$ cat src/hdl/qphs_rem.sv
// ----------------------------------------------------------------------------
// qphs_rem - iterative remainder unit
// Restoring division, one dividend bit per cycle; done pulses with the result.
// ----------------------------------------------------------------------------
module qphs_rem #(
  parameter int DIVIDEND_W = 31,
  parameter int DIVISOR_W  = 11
) (
  input  logic                  clk_i,
  input  logic                  rst_ni,
  input  logic                  start_i,
  input  logic [DIVIDEND_W-1:0] dividend_i,
  input  logic [DIVISOR_W-1:0]  divisor_i,
  output logic                  done_o,
  output logic [DIVISOR_W-1:0]  rem_o
);

  localparam int CntW = $clog2(DIVIDEND_W + 1);

  logic [DIVIDEND_W-1:0] dvd_q, dvd_d;
  logic [DIVISOR_W-1:0]  div_q, div_d;
  logic [DIVISOR_W-1:0]  rem_q, rem_d;
  logic [CntW-1:0]       cnt_q, cnt_d;
  logic                  busy_q, busy_d;
  logic                  done_q, done_d;
  logic [DIVISOR_W:0]    trial;

  // Shift in the next dividend bit, subtract the divisor if it fits
  assign trial = {rem_q, dvd_q[DIVIDEND_W-1]};

  always_comb begin
    dvd_d  = dvd_q;
    div_d  = div_q;
    rem_d  = rem_q;
    cnt_d  = cnt_q;
    busy_d = busy_q;
    done_d = 1'b0;
    if (start_i) begin
      dvd_d  = dividend_i;
      div_d  = divisor_i;
      rem_d  = '0;
      cnt_d  = CntW'(DIVIDEND_W);
      busy_d = 1'b1;
    end else if (busy_q) begin
      dvd_d = {dvd_q[DIVIDEND_W-2:0], 1'b0};
      if (trial >= {1'b0, div_q}) begin
        rem_d = DIVISOR_W'(trial - {1'b0, div_q});
      end else begin
        rem_d = trial[DIVISOR_W-1:0];
      end
      cnt_d = cnt_q - CntW'(1);
      if (cnt_q == CntW'(1)) begin
        busy_d = 1'b0;
        done_d = 1'b1;
      end
    end
  end

  always_ff @(posedge clk_i or negedge rst_ni) begin
    if (!rst_ni) begin
      busy_q <= 1'b0;
      done_q <= 1'b0;
      cnt_q  <= '0;
    end else begin
      busy_q <= busy_d;
      done_q <= done_d;
      cnt_q  <= cnt_d;
    end
  end

  always_ff @(posedge clk_i) begin
    dvd_q <= dvd_d;
    div_q <= div_d;
    rem_q <= rem_d;
  end

  assign done_o = done_q;
  assign rem_o  = rem_q;

endmodule

$ cat config.mk
export PLATFORM = sky130hd
export DESIGN_NAME = qphs_rem
export DESIGN_NICKNAME = d
export VERILOG_FILES = /design/src/hdl/qphs_rem.sv
export SDC_FILE = /design/constraint.sdc
export NUM_CORES = 1
export LEC_CHECK = 0
export ABC_AREA = 1
export BUFFER_PORTS_ARGS = -buffer_cell sky130_fd_sc_hd__buf_2
export CAP_MARGIN = 15
export CORE_AREA = 2 2 100 102
export DETAILED_ROUTE_END_ITERATION = 10
export DIE_AREA = 0 0 102 104
export PLACE_DENSITY = 0.57
export RECOVER_POWER = 100
export SYNTH_ARGS = -nofsm -noshare
export SYNTH_HDL_FRONTEND = slang
export SYNTH_SLANG_ARGS = --single-unit
$ cat constraint.sdc
create_clock -name clk_i -period 3.7 [get_ports clk_i]
set_input_delay 0.74 -clock clk_i [delete_from_list [all_inputs] [get_ports clk_i]]
set_output_delay 0.74 -clock clk_i [all_outputs]
set_load 0.01 [all_outputs]
* After elaboration in Yosys (flattened, before gate mapping)
Index checks and enable logic that the tools add are counted.
** Operators by class
- Order comparisons :: 1
- Equality and inequality tests :: 1
- Reduce and logical (&&, ||, !) cells :: 1
- $add $sub $neg :: 2
- Multiplexer cells :: 11
** Operators with widths (count)
- 31-bit two-way mux :: 2
- 12-bit by 11-bit >= comparator with 1-bit output :: 1
- 11-bit two-way mux :: 1
- 11-bit subtractor :: 1
- 5-bit two-way mux :: 2
- 1-bit two-way mux :: 6
- 5-bit by 1-bit == test with 1-bit output, second input constant :: 1
- 5-bit by 1-bit subtractor with 5-bit output, second input constant :: 1
- 2-bit nonzero test :: 1
** Storage, ports and cells
- Register bits after elaboration :: 60
- Output and inout bits :: 12

* Logic depth before layout (Yosys ltp)
Gate-level depths: netlist of the first run.
- Depth after elaboration :: 4
- Mapped depth :: 15
- Depth with buffers taken out :: 14

* Worst setup path before layout of the first run
Ideal clock, no wire load.
- Path type :: input port to flip-flop
- Start :: in start_i
- End :: reg dvd_q[0], enable pin
- Stages :: 3
- Path buffers :: 1
- Slack :: 1606 ps
- Setup time :: 390 ps
- Arrival :: 1704 ps
- Data required time :: 3310 ps
- Path through :: buf_2 > nor2_2 > inv_1
** On the way
- Cells in the longest elaborated chain, start to end :: 1
** Ends and longest elaborated chain
- start: declaration :: line 11 : input logic start_i,
- 2-bit nonzero test (no line)
- end signal: assignment :: line 72 : dvd_q <= dvd_d;
- end: declaration :: line 20 : logic [DIVIDEND_W-1:0] dvd_q, dvd_d;
Every way passes these cells.
A chain may end at the register's enable or synchronous reset.

* Worst setup path after layout of the first run
- Start :: reg div_q[0]
- End :: reg rem_q[3] (netlist: rem_o[3])
** On the way
- Cells in the longest elaborated chain, start to end :: 2
- Elaborated cells on any way between the ends :: 3
** Ends and longest elaborated chain
- start: declaration :: line 21 : logic [DIVISOR_W-1:0] div_q, div_d;
- start signal: assignment :: line 73 : div_q <= div_d;
- 11-bit subtractor / 12-bit by 11-bit >= comparator with 1-bit output (equally long branches) :: line 47, 46
- 11-bit two-way mux (*) :: line 46 : if (trial >= {1'b0, div_q}) begin
- end signal: assignment :: line 74 : rem_q <= rem_d;
- end: declaration :: line 22 : logic [DIVISOR_W-1:0] rem_q, rem_d;
Mark *: on every way between the ends. The rest lies on a longest branch, timed or not.

==> key figures, run 1 <==
Drt
  • Final wirelength: 6780 um
  • Detail Route Antenna Nets: 0
  • Drt via density: about 4.4
  • DR pass1 iterations: 4
  • DR vias: between 2,000 and 3,000
  • Starting DRT DRC Count: about 140
  • DRC violations left: 0
  • DR WL/cell: roughly 11 um

Clocking
  • Max clock buf depth: 2
  • Post-cts gate resize count: 0
  • Worst-path clk slew: 70 ps
  • Post-CTS Hold Fix Bufs: 0
  • Postcts setup bufs: 0
  • Root Buffer: clkbuf_8
  • CTS buffer count: 9
  • H-tree Lvls: 3
  • TritonCTS Sinks: 60
  • Skew-Pair Late Insertion Delay: ~330 ps
  • CTS tree: yes

Die
  • Starting Density: 34.3%
  • Vert. Die Dim: ~100 um
  • Chip width: 102 um
  • Die area: between 10,000 and 15,000 sq um
  • Core Area: ~9500 sq um
  • Num rows: 36
  • I/O Pins: 57

Global routing
  • First-pass GRT wire length: roughly 12,000 um
  • Gr ovfl total: 0
  • Largest net degree at the start of global routing: 42
  • Initial antenna violation count: 0
  • Vias in the first global route: around 2,600
  • Global-route usage over all layers: between 10% and 20%

STA
  • Worst slew pin tran: between 900 and 1000 ps
  • Final Skew: 8.17 ps
  • Setup-failing EPs final: 0
  • Max Clk Rate: ~0.37 GHz
  • Unrepaired setup endpoints after global routing: false
  • Pins Over Slew Limit: 0
  • Setup TNS: 0 ps
  • Max_slew headroom: between 30% and 40%
  • Period minus WS final: 2680 ps
  • Final hold violations: 0
  • Period utilization: 72.3%

Layout
  • Layout Nets: between 500 and 600
  • Antenna diode count: 0
  • Synth-to-layout area growth: 17.4%
  • Final Instance Count excl. Fillers: a little under 600
  • Layout cells sized above 1: 15.9%

Synthesis
  • Post-synthesis sequential area ratio: around 50%
  • Synthesized flop and latch total: 60
  • Primary FF master, synth: edfxtp_1
  • Fraction of registers with async set/reset: approximately an eighth
  • Syn nets: approximately 460
  • Syn Area/Cell: approximately 8 sq um
  • Yosys cell types: 28
  • Syn Inst Count: about 400
  • EDFF count, synth: 42
  • Post-Syn Area: roughly 3300 sq um
  • YS warnings: 0

Run status
  • Status: finished, final reports clean

Placed design
  • Detailed Place HPWL: 5030 um
  • RePlAce Congestion: 0.891
  • Port bufs: between 50 and 60
  • Dpl cells: roughly 580

Setup path
  • Worst r2r dst: rem_o[3]
  • Reg-to-Reg Start: div_q[0]
  • Setup crit end kind: flop
  • Worst Path Required: between 3000 and 4000 ps
  • Kind of critical path: flop to flop
  • FF-to-FF setup slack: 1020 ps
  • Top fanout value on the critical path: 12
  • Worst Setup Start Kind: flop
  • FF-to-FF path depth: 12
  • CP Data Arrival Time: between 2000 and 3000 ps

Power and ir drop
  • Pwr/cell area: between 500 and 600 nW/um^2
  • Comb pwr share: 32.1%
  • Static leakage: ~2.0 nW
  • Switching share of power: 33.6%
  • Clock network fraction of design power: a little under a third
  • Power Internal: around 1.5 mW
  • Max VDD drop: around 0.19 mV
  • Sequential share of power: 37.9%
  • Net Switching: just under 0.8 mW

Job
  • Max Cap Viol: 0

Min path
  • Worst Hold Class: input pin to asynchronous set/reset pin
how the worst max path moves through the flow:
stage          startpoint        end  slack [ps]  cells after the start
5_1_grt         dvd_q[30]   rem_o[3]         810                     13
2_1_floorplan     start_i   dvd_q[0]        1610                      3
3_3_place_gp      start_i  dvd_q[22]        1320                      5
3_5_place_dp      start_i  dvd_q[22]        1280                      5
6_report         div_q[0]   rem_o[3]        1020                     12
4_1_cts          div_q[0]   rem_o[2]        1430                     12
synthesized netlist by cell type, types with 2 or more instances:
cell type	number	area share [%]
xor2_1	3	0.80
clkbuf_1	5	0.57
edfxtp_1	42	38
o21ai_0	5	0.76
o21ai_1	3	0.46
a21oi_1	5	0.76
ha_1	13	5.0
dfrtp_1	7	5.3
nand3_1	19	2.9
nand3_2	8	2.4
nand2_2	7	1.3
nand4_1	15	2.9
nand2_1	162	19
dfxtp_1	11	6.7
buf_2	2	0.31
nor2_1	16	1.8
nor2_2	2	0.38
inv_1	60	6.9
inv_2	2	0.23
buf_6	4	1.4
through the flow:
stage	utilization [%]	hold WS (ps)	area, sq um	setup WS [ps]	total power [mW]
finish	40.3	292	3850	1020	2.30
global route	40.3	301	3850	809	2.47
CTS	40.7	213	3880	1430	2.35
detailed placement	38.3	493	3650	1280	1.65
global placement	38.3	490	3650	1320	1.64
floorplan	-	444	3280	1610	1.48
registers in the layout, summed over array words and instances (netlist names):
register  cells
div_q        11
busy_q        1
cnt_q         5
dvd_q        31
rem_o        11
done_o        1
power by group through the flow:
stage / Sequential (mW) / Combinational, mW / Clock, mW
3_3_place_gp: 0.886 / 0.757 / 0
3_5_place_dp: 0.887 / 0.763 / 0
5_1_grt: 0.883 / 0.850 / 0.737
6_report: 0.871 / 0.737 / 0.690
2_1_floorplan: 0.886 / 0.594 / 0
4_1_cts: 0.873 / 0.767 / 0.709
layout make-up:
type / count / area (sq um)
tap: 133 / 166
inverter: 62 / 233
clock buffer: 10 / 128
multi-input combinational: 264 / 1290
timing repair buffer: 58 / 275
clock inverter: 6 / 103
sequential: 60 / 1660
fill: 1043 / 5700
placed cells by master, fill, tap and decap left out:
cell and n:
a21oi_1 5, a21oi_2 1, a22oi_1 1, buf_2 42, buf_4 1, bufinv_16 3
clkbuf_1 15, clkbuf_2 1, clkbuf_8 9, clkinv_1 2, clkinv_2 1, dfrtp_1 7
dfxtp_1 11, edfxtp_1 42, fa_1 1, ha_1 13, inv_1 60, inv_2 2
nand2_1 164, nand2_2 5, nand3_1 21, nand3_2 6, nand4_1 15, nor2_1 17
nor2_2 1, nor3_1 1, o21ai_0 8, o21ai_2 1, or2_0 1, xor2_1 3
metal layers:
layer	up-vias	share of wire, %	routed length [um]	GRT usage [%]
met5	-	0	0	0
met4	0	0	0	3.71
met3	0	6.3	426	4.57
met2	56	47	3170	21.8
met1	1169	47	3180	18.4
li1	1369	-	-	-
worst max-delay path: stages (launching register included):
cell,delay (ps)
edfxtp_1,380
ha_1,220
fa_1,400
inv_1,120
nand2_1,60
nand2_1,80
nand2_1,80
nand2_1,60
nand2_1,270
nand3_1,550
nand2_1,130
nand3_1,90
o21ai_0,80
kinds of logic (layout without fill, tap and decap cells):
kind of cell / count (synthesis) / count (layout) / synth area share [%]
adders and majority gates: 14 / 14 / 5.57
xor gates and xnor gates: 3 / 3 / 0.802
and+or+nand+nor: 231 / 231 / 30.6
DFF: 60 / 60 / 50.5
AOI/OAI and AO/OA: 16 / 16 / 2.75
buffers and inverters: 75 / 136 / 9.69
No activity file was read; power rests on OpenSTA's default activity.
==> inputs of run 2 (changes only) <==
==> config.mk (replaced) <==
export PLATFORM = sky130hd
export DESIGN_NAME = qphs_rem
export DESIGN_NICKNAME = d
export VERILOG_FILES = /design/src/hdl/qphs_rem.sv
export SDC_FILE = /design/constraint.sdc
export NUM_CORES = 1
export LEC_CHECK = 0
export ABC_AREA = 0
export BUFFER_PORTS_ARGS = -buffer_cell sky130_fd_sc_hd__buf_2
export CAP_MARGIN = 15
export CORE_AREA = 2 2 96 98
export DETAILED_ROUTE_END_ITERATION = 10
export DIE_AREA = 0 0 98 100
export PLACE_DENSITY = 0.59
export RECOVER_POWER = 100
export SYNTH_ARGS = -nofsm -noshare
export SYNTH_HDL_FRONTEND = slang
export SYNTH_SLANG_ARGS = --single-unit
==> constraint.sdc (replaced) <==
create_clock -name clk_i -period 2.3 [get_ports clk_i]
set_input_delay 0.46 -clock clk_i [delete_from_list [all_inputs] [get_ports clk_i]]
set_output_delay 0.46 -clock clk_i [all_outputs]
set_load 0.01 [all_outputs]
==> key figures, run 2 <==
Placed design
  • Detailed Place HPWL: 4590 um (was 5030 um)
  • RePlAce Congestion: 0.890 (was 0.891)
  • Dpl cells: 421 (was 577)
  • Post-Place Worst Slack: -24.8 ps (was 1280 ps)
  • Port bufs: 56 (unchanged)

STA
  • Worst slew pin tran: 1470 ps (was 901 ps)
  • Max Clk Rate: 0.435 GHz (was 0.374 GHz)
  • Pins Over Slew Limit: 0 (unchanged)
  • Period minus WS final: 2300 ps (was 2680 ps)
  • Final Skew: 8.42 ps (was 8.17 ps)
  • Fin worst setup slack: -1.18 ps (was 1020 ps)
  • Period utilization: 100% (was 72.3%)
  • Setup-failing EPs final: 1 (was 0)
  • Unrepaired setup endpoints after global routing: true (was false)
  • Max_slew headroom: 2.30% (was 40.0%)
  • Final hold violations: 0 (unchanged)

Global routing
  • Initial antenna violation count: 0 (unchanged)
  • Global-route usage over all layers: 13.7% (was 13.9%)
  • First-pass GRT wire length: 10,300 um (was 11,700 um)
  • Vias in the first global route: 2,107 (was 2,628)
  • Largest net degree at the start of global routing: 32 (was 42)
  • Gr ovfl total: 0 (unchanged)

Layout
  • Final Instance Count excl. Fillers: 441 (was 593)
  • Biggest register: dvd_q (unchanged)
  • Synth-to-layout area growth: 23.9% (was 17.4%)
  • Post-route core utilization: 41.9% (was 40.3%)
  • Most common library cell in the layout ignoring fill and taps: buf_2 (was nand2_1)
  • Max reg flops: 31 (unchanged)
  • Antenna diode count: 0 (unchanged)
  • Layout cells sized above 1: 35.8% (was 15.9%)
  • Most frequent cells in the layout: 44 x buf_2, 42 x edfxtp_1, 29 x mux2_2 (was 164 x nand2_1, 60 x inv_1, 42 x edfxtp_1, 42 x buf_2, 21 x nand3_1)
  • Layout Nets: 384 (was 514)

Clocking
  • CTS tree: yes (unchanged)
  • Worst-path clk slew: 70 ps (about the same)
  • CTS buffer count: 9 (unchanged)
  • H-tree Lvls: 3 (unchanged)
  • Root Buffer: clkbuf_8 (unchanged)
  • Skew-Pair Late Insertion Delay: 340 ps (was 330 ps)
  • TritonCTS Sinks: 60 (unchanged)
  • Max clock buf depth: 2 (unchanged)

Drt
  • Drt via density: 4.93 (was 4.37)
  • DR WL/cell: 14.3 um (was 11.4 um)
  • DR vias: 2,174 (was 2,594)
  • Detail Route Antenna Nets: 0 (unchanged)
  • Final wirelength: 6290 um (was 6780 um)
  • Starting DRT DRC Count: 86 (was 138)
  • DR pass1 iterations: 4 (unchanged)
  • DRC violations left: 0 (unchanged)

Die
  • Chip width: 98 um (was 102 um)
  • Starting Density: 33.8% (was 34.3%)
  • Vert. Die Dim: 100 um (was 104 um)
  • Die area: 9800 sq um (was 10,600 sq um)
  • Num rows: 35 (was 36)
  • I/O Pins: 57 (unchanged)
  • Core Area: 8890 sq um (was 9550 sq um)

Synthesis
  • EDFF count, synth: 42 (unchanged)
  • Syn nets: 304 (was 458)
  • Post-synth top cells: 42 x edfxtp_1, 32 x mux2_2, 18 x inv_1 (was 162 x nand2_1, 60 x inv_1, 42 x edfxtp_1)
  • Count leader, synth: edfxtp_1 (was nand2_1)
  • Post-Syn Area: 3000 sq um (was 3280 sq um)
  • Syn Inst Count: 245 (was 399)
  • Synth area leader: edfxtp_1 (unchanged)
  • Yosys cell types: 47 (was 28)
  • Fraction of registers with async set/reset: 11.7% (unchanged)
  • Synthesized flop and latch total: 60 (unchanged)
  • Synth area leaders: edfxtp_1 42%, mux2_2 12%, dfxtp_1 7.3% (was edfxtp_1 38%, nand2_1 19%, inv_1 6.9%)
  • Primary FF master, synth: edfxtp_1 (unchanged)
  • YS warnings: 0 (unchanged)
  • Syn Area/Cell: 12.3 sq um (was 8.22 sq um)
  • Synth top area share: 42.0% (was 38.5%)
  • Post-synthesis sequential area ratio: 55.1% (was 50.5%)

Power and ir drop
  • Max VDD drop: 0.343 mV (was 0.187 mV)
  • Pwr/cell area: 988 nW/um^2 (was 597 nW/um^2)
  • Static leakage: 1.55 nW (was 1.97 nW)
  • Tot Pwr: 3.68 mW (was 2.30 mW)

Run status
  • Status: finished with violations (was finished, final reports clean)
  • Violated checks: setup timing

Min path
  • Worst Hold Class: input pin to flop (was input pin to asynchronous set/reset pin)

Setup path
  • Worst Setup Start Kind: flop (unchanged)
  • Kind of critical path: flop to flop (unchanged)
  • Worst Path Required: 2570 ps (was 3880 ps)
  • Top fanout value on the critical path: 4 (was 12)
  • CP Data Arrival Time: 2570 ps (was 2860 ps)
  • Setup crit end kind: flop (unchanged)

Job
  • Max Cap Viol: 0 (unchanged)
==> run 2: timing repair <==
item | 4_1_cts | 5_1_grt
pin swaps | 2 | 4
buffers inserted | 1 | 2
gates resized for setup | 1 | 10
cloned | 0 | 0
hold buffers | 1 | 0
endpoints found under the setup margin | 4 | 11
hold endpoints to repair | 7 | 0
==> run 2: logic make-up (layout without fill, tap and decap cells) <==
group,Yosys count,after routing,synth area share (%)
muxes,33,33,12.3
xor gates and xnor gates,8,8,2.33
and+or+nand+nor,54,54,9.37
AOI/OAI and AO/OA,51,51,11.4
buffers and inverters,25,110,3.37
adders and majority gates,14,14,6.08
DFF,60,60,55.1
==> run 2: power by group <==
group,total (mW),switching (mW),internal [mW]
sequential,1.44,0.114,1.32
clock,0.823,0.434,0.388
combinational,1.42,0.716,0.702
==> run 2: critical path, stage by stage, from the launching register on <==
cell and delay, ps:
edfxtp_1 360, inv_1 50, ha_2 190, fa_2 340, nand2b_4 150, o2bb2ai_2 120, a211o_1 320, and2_4 170
or3b_4 360, a211oi_2 160
==> run 2: worst paths after layout <==
| path | from | end | slack, ps | depth (start not counted) |
|---|---|---|---|---|
| setup / recovery | dvd_q[30] | rem_o[6] | -1 | 9 |
| hold / removal | divisor_i[2] | div_q[2] | 290 | 1 |
| setup reg to reg | dvd_q[30] | rem_o[6] | -1 | 9 |
| hold reg to reg | rem_o[7] | rem_o[7] | 490 | 2 |
| max in group asynchronous | rst_ni | cnt_q[1] | 1410 | 2 |
| min in group asynchronous | rst_ni | cnt_q[0] | 570 | 2 |
==> run 2: cell type report <==
cell class                 count  area (sq um)
fill                         877          5170
inverter                      18          67.6
clock buffer                  10           128
timing repair buffer          76           405
clock inverter                 6          41.3
sequential                    60          1660
tap                          111           139
multi-input combinational    160          1280
==> run 2: per-layer routing <==
layer | track usage (%) | up-vias | part of all wire (%)
met1 | 16.7 | 1030 | 45
met4 | 5.34 | 0 | 1.5
met2 | 21.4 | 70 | 47
met3 | 5.99 | 11 | 6.5
met5 | 0 | - | 0
li1 | - | 1063 | -
==> run 2: through the flow <==
stage	hold WS [ps]	setup TNS [ps]	instance area, sq um
2_1_floorplan	164	-254	3010
3_5_place_dp	318	-63.0	3520
4_1_cts	270	0	3710
3_3_place_gp	314	0	3520
6_report	287	-1.18	3720
5_1_grt	258	-331	3720
==> inputs of run 3 (changes only) <==
--- a/config.mk
+++ b/config.mk
@@ -7,11 +7,11 @@
 export LEC_CHECK = 0
 export ABC_AREA = 0
 export BUFFER_PORTS_ARGS = -buffer_cell sky130_fd_sc_hd__buf_2
-export CAP_MARGIN = 15
-export CORE_AREA = 2 2 96 98
+export CAP_MARGIN = 20
+export CORE_AREA = 2 2 74 128
 export DETAILED_ROUTE_END_ITERATION = 10
-export DIE_AREA = 0 0 98 100
-export PLACE_DENSITY = 0.59
+export DIE_AREA = 0 0 76 130
+export PLACE_DENSITY = 0.58
 export RECOVER_POWER = 100
 export SYNTH_ARGS = -nofsm -noshare
 export SYNTH_HDL_FRONTEND = slang
==> key figures, run 3 (same netlist as run 2, synthesis figures left out) <==
Run status
  • Status: finished with violations (unchanged)
  • Violated checks: setup timing (unchanged)

Min path
  • Worst Hold Class: input pin to flop (unchanged)
  • Depth of the worst hold-timing path: 1 (unchanged)

STA
  • Final Skew: 5.99 ps (was 8.42 ps)
  • Period utilization: 100% (about the same)
  • Unrepaired setup endpoints after global routing: true (unchanged)
  • Max_slew headroom: 13.0% (was 2.30%)
  • Final hold violations: 0 (unchanged)
  • Pins Over Slew Limit: 0 (unchanged)
  • Max Clk Rate: 0.433 GHz (was 0.435 GHz)
  • Fin worst setup slack: -10.4 ps (was -1.18 ps)
  • Worst slew pin tran: 1300 ps (was 1470 ps)
  • Period minus WS final: 2310 ps (was 2300 ps)
  • Setup-failing EPs final: 1 (unchanged)

Placed design
  • Dpl cells: 432 (was 421)
  • Port bufs: 56 (unchanged)
  • Post-Place Worst Slack: -30.8 ps (was -24.8 ps)
  • Detailed Place HPWL: 4960 um (was 4590 um)
  • RePlAce Congestion: 0.874 (was 0.890)

Die
  • Num rows: 46 (was 35)
  • Vert. Die Dim: 130 um (was 100 um)
  • Chip width: 76 um (was 98 um)
  • I/O Pins: 57 (unchanged)
  • Die area: 9880 sq um (was 9800 sq um)
  • Starting Density: 33.7% (was 33.8%)
  • Core Area: 8920 sq um (was 8890 sq um)

Drt
  • DR vias: 2,180 (was 2,174)
  • Drt via density: 4.83 (was 4.93)
  • Starting DRT DRC Count: 73 (was 86)
  • Detail Route Antenna Nets: 0 (unchanged)
  • DR WL/cell: 14.5 um (was 14.3 um)
  • DRC violations left: 0 (unchanged)
  • DR pass1 iterations: 4 (unchanged)
  • Final wirelength: 6520 um (was 6290 um)

Power and ir drop
  • Pwr/cell area: 1060 nW/um^2 (was 988 nW/um^2)
  • Power Internal: 2.78 mW (was 2.41 mW)
  • Switching share of power: 31.4% (was 34.4%)
  • Sequential share of power: 35.3% (was 39.1%)
  • Max VDD drop: 0.503 mV (was 0.343 mV)
  • Static leakage: 1.60 nW (was 1.55 nW)
  • Clock network fraction of design power: 30.0% (was 22.4%)
  • Net Switching: 1.27 mW (was 1.26 mW)
  • Comb pwr share: 34.6% (was 38.6%)

Clocking
  • CTS tree: yes (unchanged)
  • Root Buffer: clkbuf_16 (was clkbuf_8)
  • Max clock buf depth: 2 (unchanged)
  • Skew-Pair Late Insertion Delay: 330 ps (was 340 ps)
  • TritonCTS Sinks: 60 (unchanged)
  • H-tree Lvls: 3 (unchanged)
  • Worst-path clk slew: 50 ps (was 70 ps)
  • CTS buffer count: 9 (unchanged)

Setup path
  • Kind of critical path: flop to flop (unchanged)
  • CP Data Arrival Time: 2560 ps (was 2570 ps)
  • Worst path cell trace: inv_1, ha_2, fa_2, nand2b_4, o2bb2ai_2, a211o_1, and2_4, or3b_1, a211oi_2 (was inv_1, ha_2, fa_2, nand2b_4, o2bb2ai_2, a211o_1, and2_4, or3b_4, a211oi_2)
  • CP peak stage delay: 360 ps (about the same)
  • Setup crit end kind: flop (unchanged)
  • Top fanout value on the critical path: 5 (was 4)
  • Reg-to-Reg Start: dvd_q[30] (unchanged)
  • Worst Path Required: 2550 ps (was 2570 ps)
  • Worst Setup Start Kind: flop (unchanged)
  • CP endpoint: rem_o[6] (unchanged)
  • Slowest cell on crit path: fa_2 (was edfxtp_1)
  • FF-to-FF setup slack: -10 ps (was -1 ps)
  • FF-to-FF path depth: 9 (unchanged)
  • Crit. Startpoint: dvd_q[30] (unchanged)
  • Worst r2r dst: rem_o[6] (unchanged)

Layout
  • Max reg flops: 31 (unchanged)
  • Most frequent cells in the layout: 46 x buf_2, 42 x edfxtp_1, 32 x mux2_2 (was 44 x buf_2, 42 x edfxtp_1, 29 x mux2_2)
  • Antenna diode count: 0 (unchanged)
  • Layout Nets: 385 (was 384)
  • Biggest register: dvd_q (unchanged)
  • Final Instance Count excl. Fillers: 451 (was 441)
  • Post-route core utilization: 42.8% (was 41.9%)
  • Synth-to-layout area growth: 27.2% (was 23.9%)
  • Most common library cell in the layout ignoring fill and taps: buf_2 (unchanged)
  • Layout cells sized above 1: 35.3% (was 35.8%)
  • Filler cells: 861 (was 877)

Job
  • Max Cap Viol: 0 (unchanged)

Global routing
  • Gr ovfl total: 0 (unchanged)
  • Vias in the first global route: 2,255 (was 2,107)
  • First-pass GRT wire length: 10,500 um (was 10,300 um)
  • Global-route usage over all layers: 14.0% (was 13.7%)
  • Largest net degree at the start of global routing: 32 (unchanged)
  • Initial antenna violation count: 0 (unchanged)
-- run 3: changes by cell type in the layout (fill, tap and decap cells not counted), moves of 2 or more --
cell / before / now
mux2_4: 2 / 0
clkinv_2: 0 / 2
buf_2: 44 / 46
clkbuf_8: 9 / 2
mux2_2: 29 / 32
clkinv_4: 3 / 0
clkbuf_16: 0 / 9
-- run 3: power by group through the flow --
stage	combinational, mW	sequential, mW	clock [mW]
2_1_floorplan	0.889	1.46	0
3_3_place_gp	1.37	1.46	0
3_5_place_dp	1.39	1.45	0
4_1_cts	1.42	1.43	1.25
5_1_grt	1.55	1.45	1.31
6_report	1.40	1.43	1.22
-- run 3: worst min-delay path by stage --
stage	from	to	slack (ps)
floorplan	rst_ni	busy_q	160
global placement	rst_ni	cnt_q[2]	300
detailed placement	rst_ni	cnt_q[2]	300
CTS	divisor_i[9]	div_q[9]	300
global route	divisor_i[9]	div_q[9]	290
finish	divisor_i[9]	div_q[9]	310
-- run 3: worst max-delay path, delay by kind of cell (launching register included) --
| family | cells | cell delay (ps) |
|---|---|---|
| buffers and inverters | 1 | 50 |
| adder cells (fa/ha/maj) | 2 | 550 |
| AND/OR/NAND/NOR | 3 | 680 |
| flip-flops | 1 | 350 |
| AO/OA/AOI/OAI | 3 | 590 |
-- run 3: final cells by class --
| type | instances | area (sq um) | area share [%] |
|---|---|---|---|
| well taps | 120 | 150 | 3.93 |
| clock inverters | 3 | 13.8 | 0.360 |
| flip-flops and latches | 60 | 1660 | 43.3 |
| repair buffers | 77 | 407 | 10.6 |
| multi-input cells | 160 | 1270 | 33.2 |
| inverters | 18 | 67.6 | 1.77 |
| clock buffers | 13 | 260 | 6.81 |
-- run 3: repair_timing --
action / in CTS / in global routing
pin swaps: 1 / 0
resized for setup: 0 / 5
endpoints found under the setup margin: 3 / 8
hold buffers: 1 / 0
setup buffers: 2 / 0
hold endpoints to repair: 7 / 0
-- run 3: through the flow --
stage	total power [mW]	TNS [ps]	hold WS, ps	instance area [sq um]
2_1_floorplan	2.35	-254	164	3010
3_3_place_gp	2.83	0	302	3550
3_5_place_dp	2.85	-52.8	303	3550
4_1_cts	4.11	0	297	3840
5_1_grt	4.31	-401	290	3820
6_report	4.05	-10.4	308	3820
-- run 3: routing by layer --
layer / global-route usage [%] / part of all wire [%] / up-vias
met3: 4.63 / 4.4 / 26
met2: 24.6 / 53 / 55
met1: 13.3 / 37 / 1030
met4: 11.8 / 6.4 / 0
li1: - / - / 1069
met5: 0 / 0 / -
